<file path="src/rtl/core/spq_pkg.sv">
`timescale 1ns / 1ps
`default_nettype none

package spq_pkg;

    localparam int PRIO_W    = 16;
    localparam int PAYLOAD_W = 32;
    localparam int OCC_W     = 4;

    typedef enum logic [1:0] {
        ST_OK    = 2'd0,
        ST_FULL  = 2'd1,
        ST_EMPTY = 2'd2
    } status_t;

    typedef enum logic {
        REQ_ENQ = 1'b0,
        REQ_DEQ = 1'b1
    } req_type_t;

    typedef struct packed {
        req_type_t                     req_type;
        logic signed [PRIO_W-1:0]      prio;
        logic signed [PAYLOAD_W-1:0]   payload;
    } op_t;

    typedef struct packed {
        logic                          full;
        logic                          empty;
        logic signed [PRIO_W-1:0]      head_prio;
        logic signed [PAYLOAD_W-1:0]   head_payload;
    } q_state_t;

endpackage

`default_nettype wire

</file>
<file path="src/rtl/core/spq_req_if.sv">
`timescale 1ns / 1ps
`default_nettype none

interface spq_req_if;

    logic                                     valid;
    logic                                     ready;
    logic                                     req_type;
    logic signed [spq_pkg::PRIO_W-1:0]        prio_in;
    logic signed [spq_pkg::PAYLOAD_W-1:0]     payload_in;

    modport source (output valid, output req_type, output prio_in, output payload_in,
                    input ready);
    modport sink   (input valid, input req_type, input prio_in, input payload_in,
                    output ready);

endinterface

`default_nettype wire

</file>
<file path="src/rtl/core/spq_rsp_if.sv">
`timescale 1ns / 1ps
`default_nettype none

interface spq_rsp_if;

    logic                                     valid;
    logic                                     ready;
    spq_pkg::status_t                         status;
    logic signed [spq_pkg::PRIO_W-1:0]        prio_out;
    logic signed [spq_pkg::PAYLOAD_W-1:0]     payload_out;
    logic [spq_pkg::OCC_W-1:0]                occupancy;

    modport source (output valid, output status, output prio_out, output payload_out,
                    output occupancy, input ready);
    modport sink   (input valid, input status, input prio_out, input payload_out,
                    input occupancy, output ready);

endinterface

`default_nettype wire

</file>
<file path="src/rtl/core/spq_in_stage.sv">
`timescale 1ns / 1ps
`default_nettype none

module spq_in_stage
(
    input  wire logic        clk,
    input  wire logic        rst_n,
    spq_req_if.sink          req,
    input  wire logic        adv,
    output logic             vld,
    output spq_pkg::op_t     op
);

    logic          vld_reg;
    logic          vld_next;
    spq_pkg::op_t  op_reg;
    logic          take;

    assign req.ready = !vld_reg || adv;
    assign take      = req.valid && req.ready;

    always_comb
    begin
        vld_next = vld_reg;
        if (take)
        begin
            vld_next = 1'b1;
        end
        else if (adv)
        begin
            vld_next = 1'b0;
        end
    end

    always_ff @(posedge clk or negedge rst_n)
    begin
        if (!rst_n)
        begin
            vld_reg <= 1'b0;
        end
        else
        begin
            vld_reg <= vld_next;
        end
    end

    always_ff @(posedge clk)
    begin
        if (take)
        begin
            op_reg.req_type <= spq_pkg::req_type_t'(req.req_type);
            op_reg.prio     <= req.prio_in;
            op_reg.payload  <= req.payload_in;
        end
    end

    assign vld = vld_reg;
    assign op  = op_reg;

endmodule

`default_nettype wire

</file>
<file path="src/rtl/core/spq_entry_array.sv">
`timescale 1ns / 1ps
`default_nettype none

module spq_entry_array
#(
    parameter int DEPTH = 8,
    parameter int CW    = $clog2(DEPTH + 1)
)
(
    input  wire logic           clk,
    input  wire logic           rst_n,
    input  wire logic           fire,
    input  wire spq_pkg::op_t   op,
    output spq_pkg::q_state_t   st,
    output logic [CW-1:0]       count_next
);

    logic signed [spq_pkg::PRIO_W-1:0]    prio_reg    [DEPTH];
    logic signed [spq_pkg::PAYLOAD_W-1:0] payload_reg [DEPTH];
    logic signed [spq_pkg::PRIO_W-1:0]    prio_next    [DEPTH];
    logic signed [spq_pkg::PAYLOAD_W-1:0] payload_next [DEPTH];
    logic [CW-1:0]                        count_reg;
    logic [DEPTH-1:0]                     lt;
    logic                                 full;
    logic                                 empty;

    assign full  = (count_reg == CW'(DEPTH));
    assign empty = (count_reg == '0);

    // entries below the new item in priority, a suffix of the held entries
    always_comb
    begin
        for (int i = 0; i < DEPTH; i++)
        begin
            lt[i] = (int'(count_reg) > i) && (prio_reg[i] < op.prio);
        end
    end

    always_comb
    begin
        for (int i = 0; i < DEPTH; i++)
        begin
            prio_next[i]    = prio_reg[i];
            payload_next[i] = payload_reg[i];
            if (op.req_type == spq_pkg::REQ_ENQ)
            begin
                if (!full)
                begin
                    if (i > 0 && lt[(i > 0) ? i - 1 : 0])
                    begin
                        prio_next[i]    = prio_reg[(i > 0) ? i - 1 : 0];
                        payload_next[i] = payload_reg[(i > 0) ? i - 1 : 0];
                    end
                    else if (lt[i] || int'(count_reg) == i)
                    begin
                        prio_next[i]    = op.prio;
                        payload_next[i] = op.payload;
                    end
                end
            end
            else if (i < DEPTH - 1)
            begin
                prio_next[i]    = prio_reg[(i < DEPTH - 1) ? i + 1 : i];
                payload_next[i] = payload_reg[(i < DEPTH - 1) ? i + 1 : i];
            end
        end
    end

    always_comb
    begin
        count_next = count_reg;
        if (op.req_type == spq_pkg::REQ_ENQ)
        begin
            if (!full)
            begin
                count_next = count_reg + CW'(1);
            end
        end
        else if (!empty)
        begin
            count_next = count_reg - CW'(1);
        end
    end

    always_ff @(posedge clk or negedge rst_n)
    begin
        if (!rst_n)
        begin
            count_reg <= '0;
        end
        else if (fire)
        begin
            count_reg <= count_next;
        end
    end

    always_ff @(posedge clk)
    begin
        if (fire)
        begin
            for (int i = 0; i < DEPTH; i++)
            begin
                prio_reg[i]    <= prio_next[i];
                payload_reg[i] <= payload_next[i];
            end
        end
    end

    assign st.full         = full;
    assign st.empty        = empty;
    assign st.head_prio    = prio_reg[0];
    assign st.head_payload = payload_reg[0];

endmodule

`default_nettype wire

</file>
<file path="src/rtl/core/sorted_priority_queue_unit.sv">
`timescale 1ns / 1ps
// a request passes the input register, then the result register, before its result is valid
// throughput: one request per cycle while results are taken
// entries shift in parallel, so an insert or a remove updates all slots together
// reset: rst_n asynchronous active low empties the queue and both registers
// entry storage is not cleared, only slots below the entry count are read
`default_nettype none

module sorted_priority_queue_unit
#(
    parameter int DEPTH = 8
)
(
    input  wire logic   clk,
    input  wire logic   rst_n,
    spq_req_if.sink     req,
    spq_rsp_if.source   rsp
);

    localparam int CW = $clog2(DEPTH + 1);

    logic                                 op_vld;
    spq_pkg::op_t                         op;
    logic                                 adv;
    spq_pkg::q_state_t                    st;
    logic [CW-1:0]                        count_next;

    logic                                 rsp_vld_reg;
    logic                                 rsp_vld_next;
    spq_pkg::status_t                     status_reg;
    spq_pkg::status_t                     status_next;
    logic signed [spq_pkg::PRIO_W-1:0]    prio_out_reg;
    logic signed [spq_pkg::PRIO_W-1:0]    prio_out_next;
    logic signed [spq_pkg::PAYLOAD_W-1:0] payload_out_reg;
    logic signed [spq_pkg::PAYLOAD_W-1:0] payload_out_next;
    logic [spq_pkg::OCC_W-1:0]            occ_reg;

    assign adv = op_vld && (!rsp_vld_reg || rsp.ready);

    spq_in_stage u_in_stage
    (
        .clk   (clk),
        .rst_n (rst_n),
        .req   (req),
        .adv   (adv),
        .vld   (op_vld),
        .op    (op)
    );

    spq_entry_array #(.DEPTH(DEPTH), .CW(CW)) u_entry_array
    (
        .clk        (clk),
        .rst_n      (rst_n),
        .fire       (adv),
        .op         (op),
        .st         (st),
        .count_next (count_next)
    );

    always_comb
    begin
        status_next      = spq_pkg::ST_OK;
        prio_out_next    = '0;
        payload_out_next = '0;
        if (op.req_type == spq_pkg::REQ_ENQ)
        begin
            if (st.full)
            begin
                status_next = spq_pkg::ST_FULL;
            end
        end
        else if (st.empty)
        begin
            status_next = spq_pkg::ST_EMPTY;
        end
        else
        begin
            prio_out_next    = st.head_prio;
            payload_out_next = st.head_payload;
        end
    end

    always_comb
    begin
        rsp_vld_next = rsp_vld_reg;
        if (adv)
        begin
            rsp_vld_next = 1'b1;
        end
        else if (rsp.ready)
        begin
            rsp_vld_next = 1'b0;
        end
    end

    always_ff @(posedge clk or negedge rst_n)
    begin
        if (!rst_n)
        begin
            rsp_vld_reg <= 1'b0;
        end
        else
        begin
            rsp_vld_reg <= rsp_vld_next;
        end
    end

    always_ff @(posedge clk)
    begin
        if (adv)
        begin
            status_reg      <= status_next;
            prio_out_reg    <= prio_out_next;
            payload_out_reg <= payload_out_next;
            occ_reg         <= spq_pkg::OCC_W'(count_next);
        end
    end

    assign rsp.valid       = rsp_vld_reg;
    assign rsp.status      = status_reg;
    assign rsp.prio_out    = prio_out_reg;
    assign rsp.payload_out = payload_out_reg;
    assign rsp.occupancy   = occ_reg;

endmodule

`default_nettype wire

</file>
<file path="src/flat_wrapper.sv">
// flat-port wrapper written by rule: the top's interface ports become plain ports
module sorted_priority_queue_unit_flat 
#(
    parameter int DEPTH = 8
)
  (clk, rst_n, req_valid, req_req_type, req_prio_in, req_payload_in, req_ready, rsp_valid, rsp_status, rsp_prio_out, rsp_payload_out, rsp_occupancy, rsp_ready);
  spq_req_if req_i ();
  spq_rsp_if rsp_i ();
  input  wire logic clk;
  input  wire logic rst_n;
  input wire logic [$bits(req_i.valid)-1:0] req_valid;
  input wire logic [$bits(req_i.req_type)-1:0] req_req_type;
  input wire logic [$bits(req_i.prio_in)-1:0] req_prio_in;
  input wire logic [$bits(req_i.payload_in)-1:0] req_payload_in;
  output wire logic [$bits(req_i.ready)-1:0] req_ready;
  output wire logic [$bits(rsp_i.valid)-1:0] rsp_valid;
  output wire logic [$bits(rsp_i.status)-1:0] rsp_status;
  output wire logic [$bits(rsp_i.prio_out)-1:0] rsp_prio_out;
  output wire logic [$bits(rsp_i.payload_out)-1:0] rsp_payload_out;
  output wire logic [$bits(rsp_i.occupancy)-1:0] rsp_occupancy;
  input wire logic [$bits(rsp_i.ready)-1:0] rsp_ready;
  assign req_i.valid = req_valid;
  assign req_i.req_type = req_req_type;
  assign req_i.prio_in = req_prio_in;
  assign req_i.payload_in = req_payload_in;
  assign req_ready = req_i.ready;
  assign rsp_valid = rsp_i.valid;
  assign rsp_status = rsp_i.status;
  assign rsp_prio_out = rsp_i.prio_out;
  assign rsp_payload_out = rsp_i.payload_out;
  assign rsp_occupancy = rsp_i.occupancy;
  assign rsp_i.ready = rsp_ready;
  sorted_priority_queue_unit #(.DEPTH(DEPTH)) u_core (.clk(clk), .rst_n(rst_n), .req(req_i), .rsp(rsp_i));
endmodule
</file>
<file path="config.mk">
export PLATFORM = sky130hd
export DESIGN_NAME = sorted_priority_queue_unit_flat
export DESIGN_NICKNAME = d
export VERILOG_FILES = /design/src/rtl/core/spq_pkg.sv /design/src/rtl/core/spq_req_if.sv /design/src/rtl/core/spq_rsp_if.sv /design/src/rtl/core/spq_in_stage.sv /design/src/rtl/core/spq_entry_array.sv /design/src/rtl/core/sorted_priority_queue_unit.sv /design/src/flat_wrapper.sv
export SDC_FILE = /design/constraint.sdc
export NUM_CORES = 1
export LEC_CHECK = 0
export BUFFER_PORTS_ARGS = -buffer_cell sky130_fd_sc_hd__buf_2
export CORE_AREA = 2 2 251 253
export DETAILED_ROUTE_END_ITERATION = 7
export DIE_AREA = 0 0 253 255
export GPL_TIMING_DRIVEN = 0
export PLACE_DENSITY = 0.62
export SLEW_MARGIN = 10
export SYNTH_ARGS = -nofsm -noshare
export SYNTH_HDL_FRONTEND = slang
export SYNTH_HIERARCHICAL = 1
export SYNTH_SLANG_ARGS = --single-unit
</file>
<file path="constraint.sdc">
create_clock -name clk -period 6.8 [get_ports clk]
set_input_delay 1.02 -clock clk [delete_from_list [all_inputs] [get_ports clk]]
set_output_delay 1.02 -clock clk [all_outputs]
set_load 0.005 [all_outputs]
</file>
* Word-level counts from Yosys, hierarchy flattened
Memory sizes are Yosys's and may differ from the RTL's. Index checks and enable logic that the tools add are counted.
Cells by class: $add $sub $neg 2, magnitude comparators 16, equality and inequality tests 8, multiplexer cells 74, bitwise operators 1, reductions and logical operators 27
Operators with widths (count):
- $mux 32 | 31
- $mux 16 | 31
- $lt 16x16->1 | 8
- $eq 4x4->1 const B | 5
- $gt 4x3->1 const B | 4
- $mux 4 | 3
- $logic_and 1x1->1 | 10
- $logic_or 1x1->1 | 10
- $eq 4x3->1 const B | 2
- $gt 4x1->1 const B | 2
- $gt 4x2->1 const B | 2
- $logic_not 4->1 | 2
- $mux 1 | 7
- $add 4x1->4 const B | 1
- $eq 4x2->1 const B | 1
- $mux 2 | 2
- $reduce_bool 2->1 | 2
- $sub 4x1->4 const B | 1
- $logic_not 1->1 | 2
- $reduce_or 2->1 | 1
- $not 1->1 | 1
Word-level totals: register bits after elaboration 109, memory bits (writable) 384, bits of input ports 53, memories kept 2
Memories:
- u_core.u_entry_array.payload_reg | depth 8, bits a word 32, read ports 8, clocked after memory_dff 0, write ports 8, RTL line spq_entry_array.sv:19 | logic signed [spq_pkg::PAYLOAD_W-1:0] payload_reg [DEPTH];
- u_core.u_entry_array.prio_reg | depth 8, bits a word 16, read ports 8, clocked after memory_dff 0, write ports 8, RTL line spq_entry_array.sv:18 | logic signed [spq_pkg::PRIO_W-1:0] prio_reg [DEPTH];

* Depth between registers and ports, before layout
Gate-level depths: netlist (run 1). An unclocked memory read counts as a cell.
depth after elaboration 8, gate-level depth with buffers 11, depth with buffers taken out 9

* Modules after synthesis
The synthesis (run 1) kept the hierarchy.
Modules (own cells, without submodules):
- spq_entry_array | times used 1, cells an instance 2002, area an instance 22202.5 um^2, seq. area each 11631.2 um^2
- sorted_priority_queue_unit | times used 1, cells an instance 114, area an instance 2037.0 um^2, seq. area each 1646.6 um^2
- spq_in_stage | times used 1, cells an instance 53, area an instance 1525.2 um^2, seq. area each 1496.4 um^2

* Worst setup path after synthesis (run 1)
Ideal clock, no wire load.
path type input port to flip-flop, start input rsp_ready, end memory u_core/u_entry_array/payload_reg[1][0] (netlist name), enable pin, arrival time 5.605 ns, data required time 6.317 ns, slack 0.712 ns, stages 4, cells stage by stage nand2b_1 -> and2_1 -> o21ai_1 -> a31oi_1
RTL lines:
- start, declared | RTL line flat_wrapper.sv:21 | input wire logic [$bits(rsp_i.ready)-1:0] rsp_ready;
- end, declared | RTL line spq_entry_array.sv:19

==> impl_metrics.py, run 1 <==
metrics = {
    "timing": {
        "slew_headroom": 0.2558,
        "fin_crit_ns": 5.086,
        "slew_violations": 0,
        "finalHoldViolCount": 0,
        "period_share": 0.7479,
        "tightest_slew_ns": 1.085,
        "fmax_ghz": 0.1966,
        "grt_setup_unrepaired": "false",
        "skew_ns": 0.02279,
        "setup_viol": 0,
    },
    "placement": {
        "dp_hpwl_um": 49610,
        "gp_congestion": 0.9279,
        "dp.cells": 3095,
        "portBuffers": 108,
    },
    "cells_and_area": {
        "area_growth_pct": 14.84,
        "largest_reg_flops": 256,
        "fin_nets": 2530,
        "antenna_cells": 0,
        "drive_gt1_frac": 0.1681,
        "fin_cells": 3196,
    },
    "clock_tree": {
        "worstSkewPairLatency_ns": 0.61,
        "clk_pin_slew_worst_paths_ns": 0.06,
        "cts_root_buffer": "clkbuf_16",
        "h-tree-depth": 2,
        "post-cts-setup-buffers": 0,
        "holdBufCountCts": 0,
        "ctsResizeCount": 0,
        "numCtsBuffers": 55,
        "clockBufferDepth": 3,
        "tritoncts": "done",
        "cts_sinks": 493,
    },
    "power_and_ir_drop": {
        "p_seq_frac": 0.420,
        "p_int_uw": 7730,
        "power_frac_clock": 0.248,
        "p_switching_uw": 3894,
        "p_leak_uw": 0.01198,
        "power_uw": 11620,
        "peakVddDrop_mv": 0.1987,
        "powerDensity_nw_per_um2": 392.9,
        "p_comb_frac": 0.332,
        "netSwitchingFraction": 0.3350,
    },
    "run_status": {
        "status": "completed",
    },
    "die": {
        "rows": 92,
        "core_area_um2": 62160,
        "initial_core_util": 0.4145,
        "die_area_um2": 64520,
        "fp.dieH_um": 255,
        "die_x_um": 253,
        "ios": 109,
    },
    "critical_path": {
        "cp-start-kind": "register",
        "rr_startpoint": "u_core/u_in_stage/op[34]",
        "cp-end-kind": "register",
        "critical_path_class": "register to register",
        "crit_arrival_ns": 5.44,
        "r2r_cells": 10,
        "critPathRequiredTime_ns": 7.16,
        "path_max_fanout": 18,
        "r2r-end": "u_core/u_entry_array/payload_reg[0][60]",
        "rrSetupSlack_ns": 1.71,
    },
    "route": {
        "routedWlPerCell_um": 21.52,
        "drc": 0,
        "vias_per_cell": 5.460,
        "drtIter0Drc": 1511,
        "ant_nets": 0,
        "dr.pass1.iters": 5,
        "wl_um": 68760,
        "vias": 17450,
    },
    "synth": {
        "syn_area_um2": 25760,
        "synth-async-reset-ratio": 0.01217,
        "post-synth-top-count-cell": "edfxtp_1",
        "synth_common_cells": "487 x edfxtp_1, 466 x nand2_1, 243 x mux2i_1",
        "yosysTopAreaCell": "edfxtp_1",
        "synth_nets": 2346,
        "synth_cell_types": 57,
        "seq_area_frac_synth": 0.5734,
        "avgSynthCellArea_um2": 11.88,
        "synthTopCellsByArea": "edfxtp_1 57%, mux2i_1 9.4%, nand2_1 6.8%",
        "synth-edff-count": 487,
        "synth_warnings": 6,
        "synth_top_area_frac": 0.5676,
        "ys_ff_latch": 493,
        "synthFlopType": "edfxtp_1",
        "syn_inst": 2169,
    },
    "hold_path": {
        "hp-class": "input pin to async pin",
    },
    "global_route": {
        "gr-total-overflow": 0,
        "grt_pass1_vias": 17860,
        "grt_antenna_before_repair": 0,
        "grt_max_degree": 50,
        "grt_pass1_wl_um": 105700,
        "grtUsageTotal": 0.2131,
    },
    "flow_run": {
        "drv_cap": 0,
    },
}
[cells by family (layout without fill, tap and decap cells)]
family	after synthesis	count (layout)	share of synthesized area
compound gates	364	364	0.07658
buf+inv	190	418	0.03900
mux	341	341	0.1372
fa+ha+maj	124	124	0.06022
flops	493	493	0.5734
simple gates	654	654	0.1125
xor+xnor	3	3	0.001020
[worst max-delay path, stage by stage, from the launching register on]
cell and delay, ns:
edfxtp_1 0.53, inv_1 0.34, ha_1 0.31, a211o_1 0.25, a31oi_1 0.18, o21ai_0 0.20
a211oi_1 0.42, mux2i_1 0.94, clkbuf_1 0.76, a31oi_4 0.54, buf_12 0.34
[metal layers]
metal	wire length, um	up-vias	GRT usage
met2	32410	522	0.3568
met5	0	-	0
met3	4177	99	0.03712
met1	30530	8575	0.2860
met4	1652	0	0.05816
li1	-	8253	-
[power groups by stage]
stage          Sequential [uW]  Clock [uW]  Combinational, uW
4_1_cts                   4870        2940               3870
3_3_place_gp              5020           0               3530
3_5_place_dp              4920           0               3840
2_1_floorplan             4810           0               2620
6_report                  4880        2880               3860
5_1_grt                   4960        3050               4200
[placed cells by master (no fill, tap or decap), types with 4 or more instances in the layout]
master and n:
edfxtp_1 487, nand2_1 466, mux2i_1 243, o21ai_0 237, buf_2 126, ha_1 124
mux2_2 98, clkbuf_1 92, buf_4 61, nand2b_1 59, clkbuf_16 55, and2_1 49
a21oi_1 47, o21ai_1 27, inv_1 25, nor2_1 20, clkinv_1 12, nand4_1 12
clkinv_2 10, nand3_1 10, buf_16 10, buf_12 8, dfrtp_1 6, a21o_1 6
a31oi_4 6, buf_6 5, nor3_1 5, nor2b_1 5, and4_1 5, a2111oi_0 5
bufinv_16 4, or3_1 4, a211o_1 4, o211ai_1 4, a211oi_1 4
[metrics by stage]
step / setup TNS, ns / setup slack [ns] / util / hold slack [ns] / area [um^2]
final: 0 / 1.714 / 0.4760 / 0.2564 / 29590
after global routing: 0 / 1.560 / 0.4760 / 0.2504 / 29590
after CTS: 0 / 1.779 / 0.4759 / 0.2344 / 29580
after detailed placement: 0 / 1.784 / 0.4483 / 0.5089 / 27870
after global placement: -996.18 / -2.956 / 0.4393 / 0.4821 / 27300
after floorplan: 0 / 0.7123 / - / 0.4946 / 25760
[final cells by class]
cell class,instances,area (um^2)
Fill cell,5636,32570
Clock buffer,71,1456
Timing Repair Buffer,127,991.0
Tap cell,799,999.7
Inverter,25,93.84
Sequential cell,493,14770
Multi-Input combinational cell,1486,10100
Clock inverter,30,260.3
Buffer,165,910.9
[worst max-delay path by stage]
stage                                   from                                       to  slack, ns  cells past startpoint
floorplan                          rsp_ready   u_core/u_entry_array/payload_reg[1][0]       0.71                      4
global placement                   rsp_ready  u_core/u_entry_array/payload_reg[0][56]      -2.96                      5
detailed placement  u_core/u_in_stage/op[35]  u_core/u_entry_array/payload_reg[0][61]       1.78                     10
CTS                 u_core/u_in_stage/op[34]  u_core/u_entry_array/payload_reg[0][60]       1.78                     10
global route        u_core/u_in_stage/op[35]  u_core/u_entry_array/payload_reg[0][60]       1.56                     10
finish              u_core/u_in_stage/op[34]  u_core/u_entry_array/payload_reg[0][60]       1.71                     10
Note: power is estimated with default switching activity, not from simulation.
==> run 2, diff against run 1 <==
- ABC_AREA: unset -> 1
- CORE_AREA: 2 2 251 253 -> 2 2 265 267
- DIE_AREA: 0 0 253 255 -> 0 0 267 269
- PLACE_DENSITY: 0.62 -> 0.61
- clock period: 6.8 -> 5.19 ns (I/O delays scaled with it)
==> run 2 against run 1 <==
Setup slack worse by 1.1 ns; non-clock buffer count rose by 93; largest cell class unchanged; register-to-register slack worse by 1.1 ns; clock-buffer cell count is 2 lower; final area grew 9.8%.
==> impl_metrics.py, run 2 <==
metrics = {
    "critical_path": {
        "critical_path_class": "register to register",
        "cp-end-kind": "register",
        "path_max_fanout": 26,
        "cp-start-kind": "register",
        "r2r_cells": 12,
        "critPathRequiredTime_ns": 5.49,
        "crit_arrival_ns": 4.90,
    },
    "timing": {
        "period_share": 0.8866,
        "setup_viol": 0,
        "slew_violations": 0,
        "tightest_slew_ns": 1.074,
        "hold_ws_ns": 0.03222,
        "tns_ns": 0,
        "grt_setup_unrepaired": "false",
        "fin_crit_ns": 4.601,
        "fmax_ghz": 0.2173,
        "finalHoldViolCount": 0,
        "slew_headroom": 0.2837,
        "skew_ns": 0.03658,
    },
    "power_and_ir_drop": {
        "p_switching_uw": 7017,
        "p_comb_frac": 0.404,
        "p_leak_uw": 0.01505,
        "peakVddDrop_mv": 0.2781,
        "netSwitchingFraction": 0.4037,
        "power_frac_clock": 0.221,
        "power_uw": 17380,
        "p_seq_frac": 0.375,
        "powerDensity_nw_per_um2": 535.3,
        "p_int_uw": 10370,
    },
    "placement": {
        "gp_congestion": 0.8704,
        "dp_hpwl_um": 63690,
        "portBuffers": 108,
    },
    "global_route": {
        "grt_antenna_before_repair": 3,
        "grt_pass1_wl_um": 125700,
        "grt_pass1_vias": 21880,
        "gr-total-overflow": 0,
        "grt_max_degree": 33,
        "grtUsageTotal": 0.2268,
    },
    "synth": {
        "ys_ff_latch": 493,
        "synth_top_area_frac": 0.5108,
        "post-synth-top-count-cell": "nand2_1",
        "avgSynthCellArea_um2": 8.495,
        "synth_common_cells": "1092 x nand2_1, 487 x edfxtp_1, 435 x inv_1",
        "synth-edff-count": 487,
        "synth_warnings": 6,
        "synthFlopType": "edfxtp_1",
        "syn_area_um2": 28630,
        "syn_inst": 3370,
        "seq_area_frac_synth": 0.5161,
        "synthTopCellsByArea": "edfxtp_1 51%, nand2_1 14%, nand4_1 6.3%",
        "synth_cell_types": 32,
        "yosysTopAreaCell": "edfxtp_1",
        "synth-async-reset-ratio": 0.01217,
        "synth_nets": 3547,
    },
    "clock_tree": {
        "tritoncts": "done",
        "worstSkewPairLatency_ns": 0.63,
        "holdBufCountCts": 0,
        "post-cts-setup-buffers": 0,
        "clockBufferDepth": 3,
        "cts_sinks": 493,
        "numCtsBuffers": 56,
        "h-tree-depth": 2,
        "clk_pin_slew_worst_paths_ns": 0.06,
        "ctsResizeCount": 0,
        "cts_root_buffer": "clkbuf_16",
    },
    "hold_path": {
        "hp-class": "input pin to async pin",
    },
    "route": {
        "wl_um": 82110,
        "drtIter0Drc": 2190,
        "ant_nets": 0,
        "drc": 0,
        "routedWlPerCell_um": 18.12,
        "vias_per_cell": 5.081,
        "vias": 23030,
        "dr.pass1.iters": 6,
    },
    "die": {
        "fp.dieH_um": 269,
        "rows": 97,
        "initial_core_util": 0.4131,
        "die_area_um2": 71820,
        "core_area_um2": 69300,
        "ios": 109,
        "die_x_um": 267,
    },
    "flow_run": {
        "drv_cap": 0,
    },
    "cells_and_area": {
        "layout_commonest_cell": "nand2_1",
        "fin_nets": 3728,
        "area_growth_pct": 13.43,
        "largest_reg_flops": 256,
        "final_cell_mix": "1092 x nand2_1, 487 x edfxtp_1, 431 x inv_1",
        "drive_gt1_frac": 0.1030,
    },
    "run_status": {
        "status": "completed",
    },
}
-- run 2: cell count changes after synthesis, sizes merged, moves of 16 or more --
cell,change
mux2i,-243
inv,+415
o21ai,-192
nand2b,-60
nand4,+278
nand3,+308
a21oi,+48
mux2,-98
clkbuf,+30
clkinv,+16
nand2,+629
nor2,+119
and2,-51
buf,+67
-- run 2: critical path, stage by stage, from the launching register on --
cell,delay (ns)
edfxtp_1,0.32
clkinv_1,0.63
ha_1,0.66
nand2_1,0.10
nor4_1,0.34
nand2_1,0.11
nand3_1,0.30
nand3_1,0.37
buf_2,0.35
nand2_1,0.09
nor2_1,0.06
nor2_4,0.60
buf_12,0.28
-- run 2: metrics by stage --
stage | util | setup WS (ns) | instance area (um^2) | instances
6_report | 0.4686 | 0.5886 | 32470 | 4532
5_1_grt | 0.4686 | 0.3816 | 32470 | 4532
4_1_cts | 0.4686 | 0.5893 | 32470 | 4531
3_3_place_gp | 0.4380 | -3.722 | 30350 | 4418
2_1_floorplan | - | -0.5497 | 28640 | 3370
3_5_place_dp | 0.4436 | 0.6419 | 30740 | 4433
-- run 2: cell families after synthesis --
group,synth area share
and+or+nand+nor,0.2901
xor gates and xnor gates,0.0006120
buffers and inverters,0.1073
DFF,0.5161
adders and majority gates,0.05419
AOI/OAI and AO/OA,0.03173
-- run 2: power groups by stage --
stage | Clock [uW] | Sequential (uW) | Combinational [uW]
6_report | 3840 | 6510 | 7030
5_1_grt | 4070 | 6620 | 7850
4_1_cts | 3930 | 6500 | 6970
3_5_place_dp | 0 | 6580 | 6930
3_3_place_gp | 0 | 6620 | 6640
2_1_floorplan | 0 | 6420 | 4810
-- run 2: final timing paths --
check                      slack [ns]                                     start                                 endpoint
min reg2reg                      0.50  u_core/u_entry_array/payload_reg[1][122]  u_core/u_entry_array/payload_reg[1][90]
min in group clk                 0.32                            req_prio_in[3]                 u_core/u_in_stage/op[35]
min                              0.03                                     rst_n                    u_core/u_in_stage/vld
max in group asynchronous        4.92                                     rst_n        u_core/u_entry_array/count_reg[0]
max reg2reg                      0.59                  u_core/u_in_stage/op[47]     u_core/u_entry_array/prio_reg[0][43]
max                              0.59                  u_core/u_in_stage/op[47]     u_core/u_entry_array/prio_reg[0][43]
-- run 2: cell type report --
class / instances / area, um^2
Tap cell: 940 / 1176
Inverter: 456 / 1712
Multi-Input combinational cell: 2159 / 10840
Sequential cell: 493 / 14770
Buffer: 262 / 1360
Timing Repair Buffer: 123 / 885.9
Fill cell: 6682 / 36830
Clock inverter: 29 / 279.0
Antenna cell: 1 / 2.502
Clock buffer: 69 / 1450
-- run 2: layer usage --
metal | routed length [um] | vias up | part of all wire | GRT usage
met3 | 5937 | 109 | 0.072 | 0.03516
met2 | 36760 | 796 | 0.45 | 0.3649
met5 | 0 | - | 0 | 0
met4 | 2074 | 0 | 0.025 | 0.06301
met1 | 37340 | 10560 | 0.45 | 0.3182
li1 | - | 11570 | - | -
==> run 3, diff against run 2 <==
--- a/config.mk
+++ b/config.mk
@@ -9,7 +9,7 @@
 export BUFFER_PORTS_ARGS = -buffer_cell sky130_fd_sc_hd__buf_2
-export CORE_AREA = 2 2 265 267
+export CORE_AREA = 2 2 261 263
 export DETAILED_ROUTE_END_ITERATION = 7
-export DIE_AREA = 0 0 267 269
+export DIE_AREA = 0 0 263 265
 export GPL_TIMING_DRIVEN = 0
-export PLACE_DENSITY = 0.61
+export PLACE_DENSITY = 0.62
 export SLEW_MARGIN = 10
@@ -17,3 +17,2 @@
 export SYNTH_HDL_FRONTEND = slang
-export SYNTH_HIERARCHICAL = 1
 export SYNTH_SLANG_ARGS = --single-unit
==> constraint.sdc (replaced) <==
create_clock -name clk -period 5.19 [get_ports clk]
set_input_delay 0.519 -clock clk [delete_from_list [all_inputs] [get_ports clk]]
set_output_delay 0.519 -clock clk [all_outputs]
set_load 0.005 [all_outputs]
==> run 3 against run 2 <==
Critical path type unchanged; combinational power is 0.6% higher; flip-flop and latch count stayed put; final area is 2.1% lower; via count is 0.68% lower; synthesized cell count is 3.3% lower; the flow now finishes with violations (design-rule violations); core utilization is 0.73 points higher.
==> impl_metrics.py, run 3 <==
metrics = {
    "cells_and_area": {
        "final_cell_mix": "1091 x nand2_1, 487 x edfxtp_1, 376 x inv_1",
        "fin_util": 0.4759,
        "num-fill-cells": 6475,
        "drive_gt1_frac": 0.08856,
        "fin_cells": 4362,
        "fin_nets": 3618,
        "antenna_cells": 0,
        "area_growth_pct": 13.98,
        "layout_commonest_cell": "nand2_1",
        "largest_reg_flops": 256,
    },
    "timing": {
        "fin_crit_ns": 4.726,
        "skew_ns": 0.02372,
        "tightest_slew_ns": 1.001,
        "slew_headroom": 0.3327,
        "period_share": 0.9105,
        "finalHoldViolCount": 0,
        "fmax_ghz": 0.2116,
        "setup_viol": 0,
        "slew_violations": 0,
        "setup_slack_ns": 0.4645,
        "grt_setup_unrepaired": "false",
    },
    "clock_tree": {
        "cts_root_buffer": "clkbuf_16",
        "cts_sinks": 493,
        "post-cts-setup-buffers": 0,
        "worstSkewPairLatency_ns": 0.64,
        "ctsResizeCount": 0,
        "clk_pin_slew_worst_paths_ns": 0.06,
        "h-tree-depth": 2,
        "clockBufferDepth": 3,
        "holdBufCountCts": 1,
        "tritoncts": "done",
        "numCtsBuffers": 57,
    },
    "synth": {
        "seq_area_frac_synth": 0.5297,
        "synth-edff-count": 487,
        "synth_warnings": 0,
        "synth_nets": 3437,
        "synth-async-reset-ratio": 0.01217,
        "yosysTopAreaCell": "edfxtp_1",
        "synth_top_area_frac": 0.5243,
        "avgSynthCellArea_um2": 8.556,
        "syn_area_um2": 27890,
        "ys_ff_latch": 493,
        "synth_cell_types": 30,
        "synthTopCellsByArea": "edfxtp_1 52%, nand2_1 15%, nand4_1 6.6%",
        "synth_common_cells": "1091 x nand2_1, 487 x edfxtp_1, 381 x inv_1",
        "synthFlopType": "edfxtp_1",
        "post-synth-top-count-cell": "nand2_1",
        "syn_inst": 3260,
    },
    "global_route": {
        "grt_antenna_before_repair": 2,
        "grtUsageTotal": 0.2371,
        "grt_util_met3": 0.04004,
        "grt_pass1_wl_um": 128500,
        "use_met1": 0.3177,
        "gr-total-overflow": 0,
        "grtUsageMet2": 0.3969,
        "grt_pass1_vias": 22360,
        "grt_max_degree": 63,
        "top_usage_layer": "met2",
    },
    "power_and_ir_drop": {
        "powerDensity_nw_per_um2": 554.9,
        "p_leak_uw": 0.01454,
        "power_uw": 17640,
        "peakVddDrop_mv": 0.2805,
    },
    "critical_path": {
        "critical_path_class": "register to register",
        "rrSetupSlack_ns": 0.46,
        "r2r-end": "u_core.u_entry_array.prio_reg[0][60]",
        "rr_startpoint": "u_core.u_in_stage.op[47]",
        "path_delay_family": "simple AND/OR/NAND/NOR gates",
        "r2r_cells": 15,
        "cp-start-kind": "register",
        "critPathRequiredTime_ns": 5.53,
        "path_max_fanout": 18,
        "slowest_delay_ns": 0.62,
        "path_cells": "clkinv_1 > ha_1 > nand2_1 > inv_1 > nand3_1 > nor3_1 > nand2_1 > nand3_1 > nand3_1 > buf_2 > nand2_1 > nor2_1 > nor2_4 > buf_16 > buf_16",
        "critPathBufInv": 5,
        "crit_arrival_ns": 5.07,
        "cp-end-kind": "register",
        "timing.critical_path.slowest_stage_cell": "ha_1",
    },
    "route": {
        "vias": 22870,
        "vias_per_cell": 5.243,
        "wl_um": 83730,
        "drtIter0Drc": 2238,
        "drc": 1,
        "ant_nets": 0,
        "dr.pass1.iters": 8,
        "routedWlPerCell_um": 19.20,
    },
    "die": {
        "ios": 109,
        "initial_core_util": 0.4176,
        "rows": 95,
        "fp.dieH_um": 265,
        "core_area_um2": 66800,
        "die_x_um": 263,
        "die_area_um2": 69700,
    },
    "hold_path": {
        "whs_endpoint": "u_core.u_in_stage.op[16]",
        "hp-class": "input pin to register",
        "holdPathStages": 1,
        "holdCritStartpoint": "req_payload_in[16]",
    },
    "placement": {
        "gp_congestion": 0.9063,
        "dp_hpwl_um": 62710,
        "dp_worst_setup_slack_ns": 0.4351,
        "portBuffers": 108,
        "dp.cells": 4254,
    },
    "flow_run": {
        "drv_cap": 0,
    },
    "run_status": {
        "status": "finished with violations",
        "violations": "design-rule violations",
    },
}
## run 3: worst register-to-register path: cells and delay by family (launching register included)
kind / cells / cell delay [ns]
simple gates: 9 / 2.08
buf+inv: 5 / 1.38
fa+ha+maj: 1 / 0.63
flops: 1 / 0.36
## run 3: cell type report
type	count	area, um^2	area share
Clock inverter	35	375.4	0.01181
Timing Repair Buffer	122	870.8	0.02739
Multi-Input combinational cell	2155	10660	0.3353
Tap cell	873	1092	0.03436
Sequential cell	493	14770	0.4647
Buffer	211	982.2	0.03089
Clock buffer	72	1524	0.04793
Inverter	401	1513	0.04758
## run 3: cells by family after synthesis
family                     after synthesis  share of synthesized area
AOI/OAI and AO/OA                      169                    0.03122
xor gates and xnor gates                 3                  0.0009422
adders and majority gates              124                    0.05562
buffers and inverters                  612                    0.08918
DFF                                    493                     0.5297
and+or+nand+nor                       1859                     0.2934
## run 3: worst max path at each step
stage                              from                                 endpoint  slack [ns]  cells past startpoint
2_1_floorplan  u_core.u_in_stage.op[45]  u_core.u_entry_array.payload_reg[1][32]        0.75                     14
3_3_place_gp   u_core.u_in_stage.op[47]     u_core.u_entry_array.prio_reg[1][27]       -2.17                     13
3_5_place_dp   u_core.u_in_stage.op[47]  u_core.u_entry_array.payload_reg[1][19]        0.44                     15
4_1_cts        u_core.u_in_stage.op[47]      u_core.u_entry_array.prio_reg[1][0]        0.43                     15
5_1_grt        u_core.u_in_stage.op[47]      u_core.u_entry_array.prio_reg[1][0]        0.28                     15
6_report       u_core.u_in_stage.op[47]     u_core.u_entry_array.prio_reg[0][60]        0.46                     15
## run 3: report_power, final
part           leakage [uW]  internal, uW  switching (uW)
Sequential          0.00470          5900             521
Combinational       0.00893          2120            4950
Clock              0.000909          2420            1730
## run 3: routing by layer
| metal | vias up | wire, um |
|---|---|---|
| li1 | 11350 | - |
| met1 | 10600 | 36410 |
| met2 | 802 | 39120 |
| met3 | 124 | 6245 |
| met4 | 0 | 1964 |
| met5 | - | 0 |
## run 3: through the flow
step / TNS [ns] / instance area [um^2] / hold WS, ns
2_1_floorplan: 0 / 27890 / 0.2234
3_3_place_gp: -403.45 / 29530 / 0.3582
3_5_place_dp: 0 / 29880 / 0.3578
4_1_cts: 0 / 31790 / 0.01875
5_1_grt: 0 / 31790 / 0.02990
6_report: 0 / 31790 / 0.05526
